File: config.mk
export PLATFORM = sky130hd
export DESIGN_NAME = keyframe_color_interpolator_core
export DESIGN_NICKNAME = d
export VERILOG_FILES = /design/src/sv/kci_pkg.sv /design/src/sv/kci_div.sv /design/src/sv/kci_lerp.sv /design/src/sv/keyframe_color_interpolator_core.sv
export SDC_FILE = /design/constraint.sdc
export NUM_CORES = 2
export LEC_CHECK = 0
export ABC_CLOCK_PERIOD_IN_PS = 19000
export BUFFER_PORTS_ARGS = -buffer_cell sky130_fd_sc_hd__buf_2
export CAP_MARGIN = 20
export CORE_MARGIN = 5
export CORE_UTILIZATION = 60
export DETAILED_ROUTE_END_ITERATION = 6
export PLACE_DENSITY = 0.77
export SYNTH_ARGS = -nofsm -noshare
export SYNTH_HDL_FRONTEND = slang
export SYNTH_SLANG_ARGS = --single-unit
export TNS_END_PERCENT = 5
File: constraint.sdc
create_clock -name i_clk -period 19 [get_ports i_clk]
set_input_delay 5.7 -clock i_clk [delete_from_list [all_inputs] [get_ports i_clk]]
set_output_delay 5.7 -clock i_clk [all_outputs]
set_load 0.02 [all_outputs]
File: src/sv/kci_pkg.sv
`timescale 1ns / 1ps

package kci_pkg;

    // Configuration register map.
    localparam int CFG_IDX_W = 3;
    localparam logic [CFG_IDX_W-1:0] CFG_KEY_COUNT = 3'd0;
    localparam logic [CFG_IDX_W-1:0] CFG_KEY_BASE  = 3'd1;
    localparam int KEY_COUNT_W = 3;

    // Keyframe word layout, as offsets above the time field's top bit.
    localparam int COLOR_W   = 8;
    localparam int INTEN_W   = 16;
    localparam int RED_OFS   = 1;
    localparam int GRN_OFS   = 9;
    localparam int BLU_OFS   = 17;
    localparam int INT_OFS   = 25;
    localparam int KEY_EXTRA = 41;

    // Result word layout.
    localparam int OUT_W = 3 * COLOR_W + INTEN_W;

    // Per-cycle control of the serial blend units.
    typedef struct packed {
        logic load;  // capture endpoints, clear accumulator
        logic step;  // consume one fraction bit
        logic last;  // the step for the integer bit of the fraction
        logic ubit;  // the fraction bit itself
    } t_lerp_ctl;

endpackage

File: src/sv/kci_div.sv
`timescale 1ns / 1ps

// Restoring divider, one quotient bit per cycle, most significant bit first.
// Forms floor(num * 2^TIME_BITS / den) for num <= den; a zero divisor gives 0.
module kci_div #(
    parameter int TIME_BITS = 16
) (
    input  logic                 i_clk,
    input  logic                 i_rst_n,
    input  logic                 i_start,
    input  logic [TIME_BITS:0]   i_num,
    input  logic [TIME_BITS:0]   i_den,
    output logic                 o_done,
    output logic [TIME_BITS:0]   o_quot
);

    localparam int CNT_W = $clog2(TIME_BITS + 2);
    localparam logic [CNT_W-1:0] STEPS = CNT_W'(TIME_BITS + 1);

    logic                 r_busy;
    logic [CNT_W-1:0]     r_cnt;
    logic [TIME_BITS:0]   r_rem;
    logic [TIME_BITS:0]   r_den;
    logic [TIME_BITS:0]   r_quot;
    logic                 r_zero;

    logic [TIME_BITS+1:0] w_trial;
    logic [TIME_BITS+1:0] w_diff;
    logic                 w_ge;

    // The first step tests the integer bit, so the remainder is not doubled.
    assign w_trial = (r_cnt == STEPS) ? {1'b0, r_rem} : {r_rem, 1'b0};
    assign w_ge    = w_trial >= {1'b0, r_den};
    assign w_diff  = w_trial - {1'b0, r_den};

    always_ff @(posedge i_clk) begin
        if (!i_rst_n) begin
            r_busy <= 1'b0;
            r_cnt  <= '0;
        end else if (i_start) begin
            r_busy <= 1'b1;
            r_cnt  <= STEPS;
        end else if (r_cnt != '0) begin
            r_cnt <= r_cnt - CNT_W'(1);
        end else begin
            r_busy <= 1'b0;
        end
    end

    always_ff @(posedge i_clk) begin
        if (i_start) begin
            r_rem  <= i_num;
            r_den  <= i_den;
            r_zero <= (i_den == '0);
            r_quot <= '0;
        end else if (r_cnt != '0) begin
            r_rem  <= w_ge ? w_diff[TIME_BITS:0] : w_trial[TIME_BITS:0];
            r_quot <= {r_quot[TIME_BITS-1:0], w_ge};
        end
    end

    assign o_done = r_busy && (r_cnt == '0);
    assign o_quot = r_zero ? '0 : r_quot;

endmodule

File: src/sv/kci_lerp.sv
`timescale 1ns / 1ps

// Serial blend of one channel: a + floor((b - a) * u / 2^TIME_BITS), taking the
// fraction u one bit per cycle while step is set, least significant bit first.
module kci_lerp
    import kci_pkg::*;
#(
    parameter int W = 8
) (
    input  logic          i_clk,
    input  t_lerp_ctl     i_ctl,
    input  logic [W-1:0]  i_a,
    input  logic [W-1:0]  i_b,
    output logic [W-1:0]  o_val
);

    logic        [W-1:0] r_a;
    logic signed [W:0]   r_d;
    logic signed [W+1:0] r_acc;

    logic signed [W+1:0] w_sum;
    logic signed [W+1:0] w_res;

    assign w_sum = r_acc + (i_ctl.ubit ? {r_d[W], r_d} : '0);
    assign w_res = $signed({2'b00, r_a}) + r_acc;
    assign o_val = w_res[W-1:0];

    always_ff @(posedge i_clk) begin
        if (i_ctl.load) begin
            r_a   <= i_a;
            r_d   <= $signed({1'b0, i_b}) - $signed({1'b0, i_a});
            r_acc <= '0;
        end else if (i_ctl.step) begin
            // The integer bit of u is the only one not followed by a halving.
            r_acc <= i_ctl.last ? w_sum : (w_sum >>> 1);
        end
    end

endmodule

File: src/sv/keyframe_color_interpolator_core.sv
`timescale 1ns / 1ps

// Channel   Direction  Handshake                     Payload
// s_axis    in         s_axis_tvalid/s_axis_tready   time_of_day
// m_axis    out        m_axis_tvalid/m_axis_tready   red, green, blue, intensity
// cfg       in         i_cfg_valid/o_cfg_ready       register index, write data
//
// An item for which no keyframe pair encloses the time is done after the scan of
// the n keyframes in use, one pair examined per cycle. When the k-th pair does
// enclose it, the scan stops there and the serial divider (TIME_BITS + 1 steps,
// then done) and the serial blend (TIME_BITS + 1 steps) follow the scan.
// Reset is synchronous and active low; it leaves one keyframe in use with all
// keyframe words zero. A stalled result waits in the output register while the
// next item is taken.
module keyframe_color_interpolator_core
    import kci_pkg::*;
#(
    parameter int MAX_KEYS  = 7,
    parameter int TIME_BITS = 16
) (
    input  logic                                 i_clk,
    input  logic                                 i_rst_n,
    // tdata: time_of_day [TIME_BITS-1:0], upper bits zero
    input  logic                                 s_axis_tvalid,
    output logic                                 s_axis_tready,
    input  logic [((TIME_BITS + 7) / 8) * 8-1:0] s_axis_tdata,
    // tdata: red [7:0], green [15:8], blue [23:16], intensity [39:24]
    output logic                                 m_axis_tvalid,
    input  logic                                 m_axis_tready,
    output logic [OUT_W-1:0]                     m_axis_tdata,
    input  logic                                 i_cfg_valid,
    output logic                                 o_cfg_ready,
    input  logic [CFG_IDX_W-1:0]                 i_cfg_index,
    input  logic [TIME_BITS+KEY_EXTRA-1:0]       i_cfg_data
);

    localparam int KW    = TIME_BITS + KEY_EXTRA;
    localparam int KA_W  = $clog2(MAX_KEYS);
    localparam int IDX_W = $clog2(MAX_KEYS + 1);
    localparam int CNT_W = $clog2(TIME_BITS + 1);
    localparam int RED_P = TIME_BITS + RED_OFS;
    localparam int GRN_P = TIME_BITS + GRN_OFS;
    localparam int BLU_P = TIME_BITS + BLU_OFS;
    localparam int INT_P = TIME_BITS + INT_OFS;

    localparam logic [CFG_IDX_W-1:0] LAST_CFG = CFG_IDX_W'(MAX_KEYS);
    localparam logic [IDX_W-1:0]     N_MAX    = IDX_W'(MAX_KEYS);
    localparam logic [CNT_W-1:0]     CNT_LAST = CNT_W'(TIME_BITS);

    // Sequencer states.
    localparam logic [2:0] ST_IDLE = 3'd0;
    localparam logic [2:0] ST_SCAN = 3'd1;
    localparam logic [2:0] ST_DIV  = 3'd2;
    localparam logic [2:0] ST_MUL  = 3'd3;
    localparam logic [2:0] ST_FIN  = 3'd4;

    // Configuration registers.
    logic [KEY_COUNT_W-1:0] r_key_count;
    logic [KW-1:0]          r_key [MAX_KEYS];

    // Sequencer.
    logic [2:0]             r_state, n_state;
    logic [IDX_W-1:0]       r_idx, n_idx;
    logic [IDX_W-1:0]       r_n, n_n;
    logic [CNT_W-1:0]       r_cnt, n_cnt;
    logic                   r_is_key, n_is_key;
    logic [TIME_BITS-1:0]   r_t, n_t;
    logic [KW-1:0]          r_prev, n_prev;
    logic [TIME_BITS:0]     r_u, n_u;

    // Output register.
    logic                   r_out_valid;
    logic [COLOR_W-1:0]     r_red, r_grn, r_blu;
    logic [INTEN_W-1:0]     r_int;

    logic                   w_accept;
    logic                   w_out_free;
    logic [KW-1:0]          w_cur;
    logic [TIME_BITS:0]     w_t_ext;
    logic [TIME_BITS:0]     w_s;
    logic [TIME_BITS:0]     w_e;
    logic                   w_match;
    logic                   w_div_start;
    logic                   w_div_done;
    logic [TIME_BITS:0]     w_quot;
    logic [CFG_IDX_W-1:0]   w_widx;
    logic [IDX_W-1:0]       w_n_eff;
    t_lerp_ctl              w_ctl;
    logic [COLOR_W-1:0]     w_lred, w_lgrn, w_lblu;
    logic [INTEN_W-1:0]     w_lint;
    logic [COLOR_W-1:0]     w_red, w_grn, w_blu;
    logic [INTEN_W-1:0]     w_int;

    // Configuration is always taken; writes beyond the last keyframe are dropped.
    assign o_cfg_ready = 1'b1;
    assign w_widx      = i_cfg_index - CFG_KEY_BASE;

    always_ff @(posedge i_clk) begin
        if (!i_rst_n) begin
            r_key_count <= KEY_COUNT_W'(1);
            for (int k = 0; k < MAX_KEYS; k++) begin
                r_key[k] <= '0;
            end
        end else if (i_cfg_valid) begin
            if (i_cfg_index == CFG_KEY_COUNT) begin
                r_key_count <= i_cfg_data[KEY_COUNT_W-1:0];
            end else if (i_cfg_index <= LAST_CFG) begin
                r_key[w_widx[KA_W-1:0]] <= i_cfg_data;
            end
        end
    end

    // A count of zero means one keyframe; counts above the store saturate.
    always_comb begin
        if (r_key_count == '0) begin
            w_n_eff = IDX_W'(1);
        end else if (r_key_count > KEY_COUNT_W'(MAX_KEYS)) begin
            w_n_eff = N_MAX;
        end else begin
            w_n_eff = IDX_W'(r_key_count);
        end
    end

    assign s_axis_tready = (r_state == ST_IDLE);
    assign w_accept      = s_axis_tvalid && s_axis_tready;
    assign w_out_free    = !r_out_valid || m_axis_tready;

    // The scan walks the keyframes one per cycle; r_prev holds the one before.
    assign w_cur   = (r_idx < N_MAX) ? r_key[r_idx[KA_W-1:0]] : '0;
    assign w_t_ext = {1'b0, r_t};
    assign w_s     = r_prev[TIME_BITS:0];
    assign w_e     = w_cur[TIME_BITS:0];
    assign w_match = (w_t_ext >= w_s) && (w_t_ext <= w_e);

    assign w_div_start = (r_state == ST_SCAN) && (r_idx != r_n) && w_match;

    kci_div #(
        .TIME_BITS (TIME_BITS)
    ) u_div (
        .i_clk   (i_clk),
        .i_rst_n (i_rst_n),
        .i_start (w_div_start),
        .i_num   (w_t_ext - w_s),
        .i_den   (w_e - w_s),
        .o_done  (w_div_done),
        .o_quot  (w_quot)
    );

    // The fraction leaves r_u least significant bit first into the blend units.
    always_comb begin
        w_ctl.load = w_div_start;
        w_ctl.step = (r_state == ST_MUL);
        w_ctl.last = (r_cnt == CNT_LAST);
        w_ctl.ubit = r_u[0];
    end

    kci_lerp #(.W(COLOR_W)) u_lerp_red (
        .i_clk (i_clk),
        .i_ctl (w_ctl),
        .i_a   (r_prev[RED_P+COLOR_W-1:RED_P]),
        .i_b   (w_cur[RED_P+COLOR_W-1:RED_P]),
        .o_val (w_lred)
    );

    kci_lerp #(.W(COLOR_W)) u_lerp_grn (
        .i_clk (i_clk),
        .i_ctl (w_ctl),
        .i_a   (r_prev[GRN_P+COLOR_W-1:GRN_P]),
        .i_b   (w_cur[GRN_P+COLOR_W-1:GRN_P]),
        .o_val (w_lgrn)
    );

    kci_lerp #(.W(COLOR_W)) u_lerp_blu (
        .i_clk (i_clk),
        .i_ctl (w_ctl),
        .i_a   (r_prev[BLU_P+COLOR_W-1:BLU_P]),
        .i_b   (w_cur[BLU_P+COLOR_W-1:BLU_P]),
        .o_val (w_lblu)
    );

    kci_lerp #(.W(INTEN_W)) u_lerp_int (
        .i_clk (i_clk),
        .i_ctl (w_ctl),
        .i_a   (r_prev[INT_P+INTEN_W-1:INT_P]),
        .i_b   (w_cur[INT_P+INTEN_W-1:INT_P]),
        .o_val (w_lint)
    );

    // Sequencer next state.
    always_comb begin
        n_state  = r_state;
        n_idx    = r_idx;
        n_n      = r_n;
        n_cnt    = r_cnt;
        n_is_key = r_is_key;
        n_t      = r_t;
        n_prev   = r_prev;
        n_u      = r_u;
        unique case (r_state)
            ST_IDLE: begin
                if (w_accept) begin
                    n_t     = s_axis_tdata[TIME_BITS-1:0];
                    n_n     = w_n_eff;
                    n_prev  = r_key[0];
                    n_idx   = IDX_W'(1);
                    n_state = ST_SCAN;
                end
            end
            ST_SCAN: begin
                if (r_idx == r_n) begin
                    // No pair enclosed the time: r_prev is the last keyframe.
                    n_is_key = 1'b1;
                    n_state  = ST_FIN;
                end else if (w_match) begin
                    n_is_key = 1'b0;
                    n_state  = ST_DIV;
                end else begin
                    n_prev = w_cur;
                    n_idx  = r_idx + IDX_W'(1);
                end
            end
            ST_DIV: begin
                if (w_div_done) begin
                    n_u     = w_quot;
                    n_cnt   = '0;
                    n_state = ST_MUL;
                end
            end
            ST_MUL: begin
                n_u   = r_u >> 1;
                n_cnt = r_cnt + CNT_W'(1);
                if (r_cnt == CNT_LAST) begin
                    n_state = ST_FIN;
                end
            end
            ST_FIN: begin
                if (w_out_free) begin
                    n_state = ST_IDLE;
                end
            end
            default: begin
                n_state = ST_IDLE;
            end
        endcase
    end

    always_ff @(posedge i_clk) begin
        if (!i_rst_n) begin
            r_state <= ST_IDLE;
        end else begin
            r_state <= n_state;
        end
        r_idx    <= n_idx;
        r_n      <= n_n;
        r_cnt    <= n_cnt;
        r_is_key <= n_is_key;
        r_t      <= n_t;
        r_prev   <= n_prev;
        r_u      <= n_u;
    end

    // Result selection: a keyframe copied as is, or the blended values.
    assign w_red = r_is_key ? r_prev[RED_P+COLOR_W-1:RED_P] : w_lred;
    assign w_grn = r_is_key ? r_prev[GRN_P+COLOR_W-1:GRN_P] : w_lgrn;
    assign w_blu = r_is_key ? r_prev[BLU_P+COLOR_W-1:BLU_P] : w_lblu;
    assign w_int = r_is_key ? r_prev[INT_P+INTEN_W-1:INT_P] : w_lint;

    always_ff @(posedge i_clk) begin
        if (!i_rst_n) begin
            r_out_valid <= 1'b0;
        end else if ((r_state == ST_FIN) && w_out_free) begin
            r_out_valid <= 1'b1;
        end else if (m_axis_tready) begin
            r_out_valid <= 1'b0;
        end
    end

    always_ff @(posedge i_clk) begin
        if ((r_state == ST_FIN) && w_out_free) begin
            r_red <= w_red;
            r_grn <= w_grn;
            r_blu <= w_blu;
            r_int <= w_int;
        end
    end

    assign m_axis_tvalid = r_out_valid;
    assign m_axis_tdata  = {r_int, r_blu, r_grn, r_red};

`ifndef SYNTHESIS
    // An accepted item always starts the keyframe scan.
    a_accept_scans: assert property (@(posedge i_clk) disable iff (!i_rst_n)
        w_accept |=> (r_state == ST_SCAN))
        else $error("accepted item did not start the scan");

    // A finished item that finds the output free is presented the next cycle.
    a_fin_loads: assert property (@(posedge i_clk) disable iff (!i_rst_n)
        (r_state == ST_FIN) && w_out_free |=> m_axis_tvalid && (r_state == ST_IDLE))
        else $error("finished item was not presented");

    // The blend never runs past the integer bit of the fraction.
    a_mul_bound: assert property (@(posedge i_clk) disable iff (!i_rst_n)
        (r_state == ST_MUL) |-> (r_cnt <= CNT_LAST))
        else $error("blend step count overran");

    // The divider reports done only while the sequencer waits for it.
    a_div_done: assert property (@(posedge i_clk) disable iff (!i_rst_n)
        w_div_done |-> (r_state == ST_DIV))
        else $error("divider finished outside the divide phase");
`endif

endmodule
# After elaboration in Yosys (flattened, before gate mapping)
# Memory sizes are Yosys's and may differ from the RTL's. A register that Yosys moved wholly into a read port is not among the register bits.
# Index checks and enable logic that the tools add are counted.
[totals]
register_bits = 339
ram_bits = 399
out_inout_bits = 43
mem_count = 1
[op_classes]
addsub = 19
magnitude_cmp = 6
eq_ne = 16
n_mux = 54
bitwise = 1
n_reduce_logical = 28
[memory_table]
columns = ["memory", "depth", "width", "rd", "rd_ports_with_merged_regs", "write_ports", "line", "rtl"]
rows = [
  ["r_key", 7, 57, 2, 1, 7, "keyframe_color_interpolator_core.sv:59", "logic [KW-1:0] r_key [MAX_KEYS];"],
]
[ops]
columns = ["op", "count"]
rows = [
  ["57-bit two-way mux", 5],
  ["57-bit one-hot mux with 2 select lines", 1],
  ["17-bit two-way mux", 6],
  ["57-bit OR reduction", 1],
  ["18-bit two-way mux", 2],
  ["17-bit one-hot mux with 2 select lines", 1],
  ["17-bit subtractor", 2],
  ["3-bit two-way mux", 11],
  ["10-bit adder", 3],
  ["10-bit two-way mux", 3],
  ["9-bit two-way mux", 3],
  ["8-bit by 8-bit subtractor with 9-bit output", 3],
  ["8-bit adder", 3],
  ["8-bit two-way mux", 3],
  ["18-bit adder", 1],
  ["18-bit by 17-bit >= comparator with 1-bit output", 1],
  ["16-bit by 17-bit >= comparator with 1-bit output", 1],
  ["16-bit by 17-bit less-or-equal comparator with 1-bit output", 1],
  ["17-bit logical NOT", 1],
  ["16-bit by 16-bit subtractor with 17-bit output", 1],
  ["16-bit by 17-bit subtractor with 17-bit output", 1],
  ["16-bit adder", 1],
  ["16-bit two-way mux", 1],
  ["5-bit two-way mux", 3],
  ["32 further kinds", 65],
]

# Depth between registers and ports, before layout
[logic_depth]
depth_word = 8
mapped_depth = 19
mapped_depth_nobuf = 15

# Cells and area by module
# A second synthesis with hierarchy kept.
[unflattened]
hier_cells = 3511
area_unflattened_um2 = 41300.9
[modules_own_cells]
columns = ["module", "instances", "cells_each", "area_each_um2", "seq_area_each_um2"]
rows = [
  ["keyframe_color_interpolator_core", 1, 2007, 27396.3, 17586.9],
  ["kci_lerp at u_lerp_blu ...", 3, 217, 2043.2, 710.7],
  ["kci_lerp at u_lerp_int", 1, 464, 4166.5, 1351.3],
  ["kci_div", 1, 389, 3608.5, 1511.4],
]

# Worst setup path before layout
# No wires, ideal clock.
[synth_timing]
path_type = "in2reg"
from = "input i_cfg_index[0]"
to = "memory r_key[5][0] in the netlist's numbering (enable)"
arrival_ns = 12.373
required_ns = 18.372
setup_slack_ns = 6.000
stages = 6
path_buffers = 1
path_cell_list = "clkbuf_1 -> inv_1 -> ha_1 -> nand2b_1 -> o311ai_0 -> o41ai_1"
[synth_rtl]
columns = ["item", "line", "rtl"]
rows = [
  ["start: declaration", "keyframe_color_interpolator_core.sv:33", "input logic [CFG_IDX_W-1:0] i_cfg_index,"],
  ["end: declaration", "keyframe_color_interpolator_core.sv:59", ""],
]

==> flow_summary.toml <==
[status]
status = "finished, final reports clean"

[timing]
fin_skew_ns = 0.02418
tns_ns = 0
fmaxAchievable_ghz = 0.1186
drv_slew = 0
period_share = 0.4437
maxSlewHeadroom = 0.2454
rsz0062_at_grt = "no"
hold_viol = 0
period_needed_ns = 8.430
finalSetupViolCount = 0
worstMarginPinSlew_ns = 1.128

[floorplanning]
io_pins = 124
rows = 95
core_mm2 = 0.06716
start_util = 0.6052
die_h_um = 270.3
fp.dieArea_mm2 = 0.07305
fp.dieW_um = 270.3

[cts]
cts_buffers = 83
cts_setup_buffers = 0
ctsResizeCount = 0
h-tree-depth = 3
clkTransAtPathRegs_ns = 0.06
cts_root_buf = "clkbuf_16"
clockBufferDepth = 3
cts.sinks = 798
clock_latency_ns = 0.63
cts_tree = "built"
cts_hold_buf = 0

[global_routing]
grt_overflow = 0
grt_pass1_wl_um = 145400
grt_pass1_vias = 25900
track_usage = 0.2494
grt_start_max_net_pins = 85
antenna_found_initial = 1

[synthesis]
ys.warnings.count = 0
syn_avg_cell_area_um2 = 11.68
async_flop_share = 0
synthesis.instances = 3480
synth_most_common_cell = "edfxtp_1"
synth_edf_count = 660
syn_nets = 3770
ys_ff_latch = 798
yosys.area.top_type = "edfxtp_1"
synth.distinct_cells = 83
ys_top_cells_by_area = "edfxtp_1 (49%), dfxtp_1 (6.8%), mux4_2 (6.3%)"
synth_common_cells = "edfxtp_1 (660), nor2_1 (563), nand2_1 (287)"
synth_area_mm2 = 0.04064
synth_top_area_frac = 0.4876
synth-main-ff-cell = "edfxtp_1"
ys_seq_area_frac = 0.5556

[flow_run]
cap_violations = 0

[layout]
fin_cells = 4508
fin_nets = 3856
diodes = 0
syn2layout_area_growth_pct = 10.34
drive_above_1_share = 0.1461

[critical_path]
crit_type = "input pin to register"
crit_path_max_incr_delay_ns = 0.63
ff2ff_setup_slack_ns = 12.58
cp_max_fo = 61
cp.arrival_ns = 8.68
cpMostUsedCell = "buf_4"
crit_path_top_delay_cell = "buf_4"
critPathLaunchType = "input pin"
end_kind = "register"
crit_required_ns = 19.25
crit_chain = "buf_2, inv_2, nor2_4, buf_4, nand3_2, buf_4, nand2_2, buf_4"

[power_and_ir_drop]
p_per_area_mw_per_mm2 = 158.8
ir_drop_mv = 0.08704
leakagePower_uw = 0.01727
finalPower_uw = 7120

[detailed_routing]
wirelength_um = 92570
first_pass_iters = 6
vias_per_cell = 5.957
drt-initial-drc-count = 2752
drc = 0
final_antenna_net_count = 0
via_count = 26860
wl_per_cell_um = 20.54

[hold_path]
min_path_type = "register to register"

[placement]
port_buffers = 122
dp.cells = 4351
gp_congestion = 0.8772
dp_hpwl_um = 63120
-- layer usage --
| metal | vias up | track usage | routed length [um] |
|---|---|---|---|
| met4 | 0 | 0.05230 | 1563 |
| met2 | 1084 | 0.3790 | 41790 |
| li1 | 12640 | - | - |
| met1 | 13030 | 0.3897 | 41650 |
| met5 | - | 0 | 0 |
| met3 | 96 | 0.03473 | 7567 |
-- cells by family (layout without fill, tap and decap cells) --
group,after synthesis,in the layout,synth area share
flip-flops,798,798,0.5556
AO/OA/AOI/OAI,527,527,0.08133
adder cells (fa/ha/maj),209,209,0.06711
XOR/XNOR,138,138,0.02974
buffers and inverters,394,549,0.03734
other,1,1,0.00009226
AND/OR/NAND/NOR,1128,1128,0.1211
multiplexers,285,285,0.1077
-- sequential cells by signal (all words and copies together) (netlist names), 16 cells and up, named ones only --
signal,cells
r_int,16
r_key,456
r_prev,57
r_t,16
r_u,17
u_div.r_den,17
u_div.r_quot,17
u_div.r_rem,17
u_lerp_int.r_a,16
u_lerp_int.r_acc,18
u_lerp_int.r_d,17
-- critical path: cells and delay by family --
kind          cells  cell delay, ns
buf+inv           5            2.39
simple gates      3            0.52
-- final cells by class --
class / instances / area, um2
clock buffer: 112 / 2308
clock inverter: 42 / 355.3
fill: 4814 / 22310
inverter: 234 / 878.3
multi-input combinational: 2288 / 16680
sequential: 798 / 22590
tap: 873 / 1092
timing repair buffer: 161 / 943.4
-- metrics by stage --
stage          utilization  hold WS [ns]  setup slack, ns  area [um2]
6_report            0.6678        0.4495            10.57       44850
5_1_grt             0.6678        0.4772            10.43       44850
4_1_cts             0.6671        0.4536            10.32       44800
3_5_place_dp        0.6274        0.4436            9.685       42130
3_3_place_gp        0.6274        0.4313            9.813       42130
2_1_floorplan            -        0.4264            6.000       40640
-- layout by cell type, fill, tap and decap left out, drive strengths merged, types with 7 or more instances in the layout --
cell / count
or3: 7
nor3b: 9
dfxtp: 138
clkinv: 31
a2111oi: 9
ha: 194
o21a: 17
a21oi: 186
nor2b: 32
mux2i: 93
a21o: 43
o31a: 7
o31ai: 8
inv: 237
mux4: 114
nor4: 7
o211ai: 14
buf: 160
nand3b: 20
clkbuf: 113
nand3: 26
edfxtp: 660
and2: 52
a31oi: 9
nand2b: 25
nand2: 288
nor3: 62
o21ai: 119
a21boi: 11
mux2: 78
xnor2: 90
nor2: 564
nand4: 10
a211oi: 47
fa: 15
xor2: 48
o21bai: 15
and3: 11
-- report_power, final --
part	switching (uW)	leakage [uW]	internal, uW	total [uW]
registers	209	0.00728	2350	2560
logic	1690	0.00869	1280	2970
clock network	677	0.00131	912	1590
-- worst paths after layout --
check / startpoint / end / cells after the start
min: u_div.r_quot[16]$_SDFFE_PP0P_ / u_div.r_quot[16]$_SDFFE_PP0P_ / 2
max: i_rst_n / r_key[2][24]$_SDFFCE_PN0P_ / 8
min reg2reg: u_div.r_quot[16]$_SDFFE_PP0P_ / u_div.r_quot[16]$_SDFFE_PP0P_ / 2
max reg2reg: register / u_lerp_grn.r_a[2]$_DFFE_PP_ / 14
Note: power is estimated with default switching activity, not from simulation.
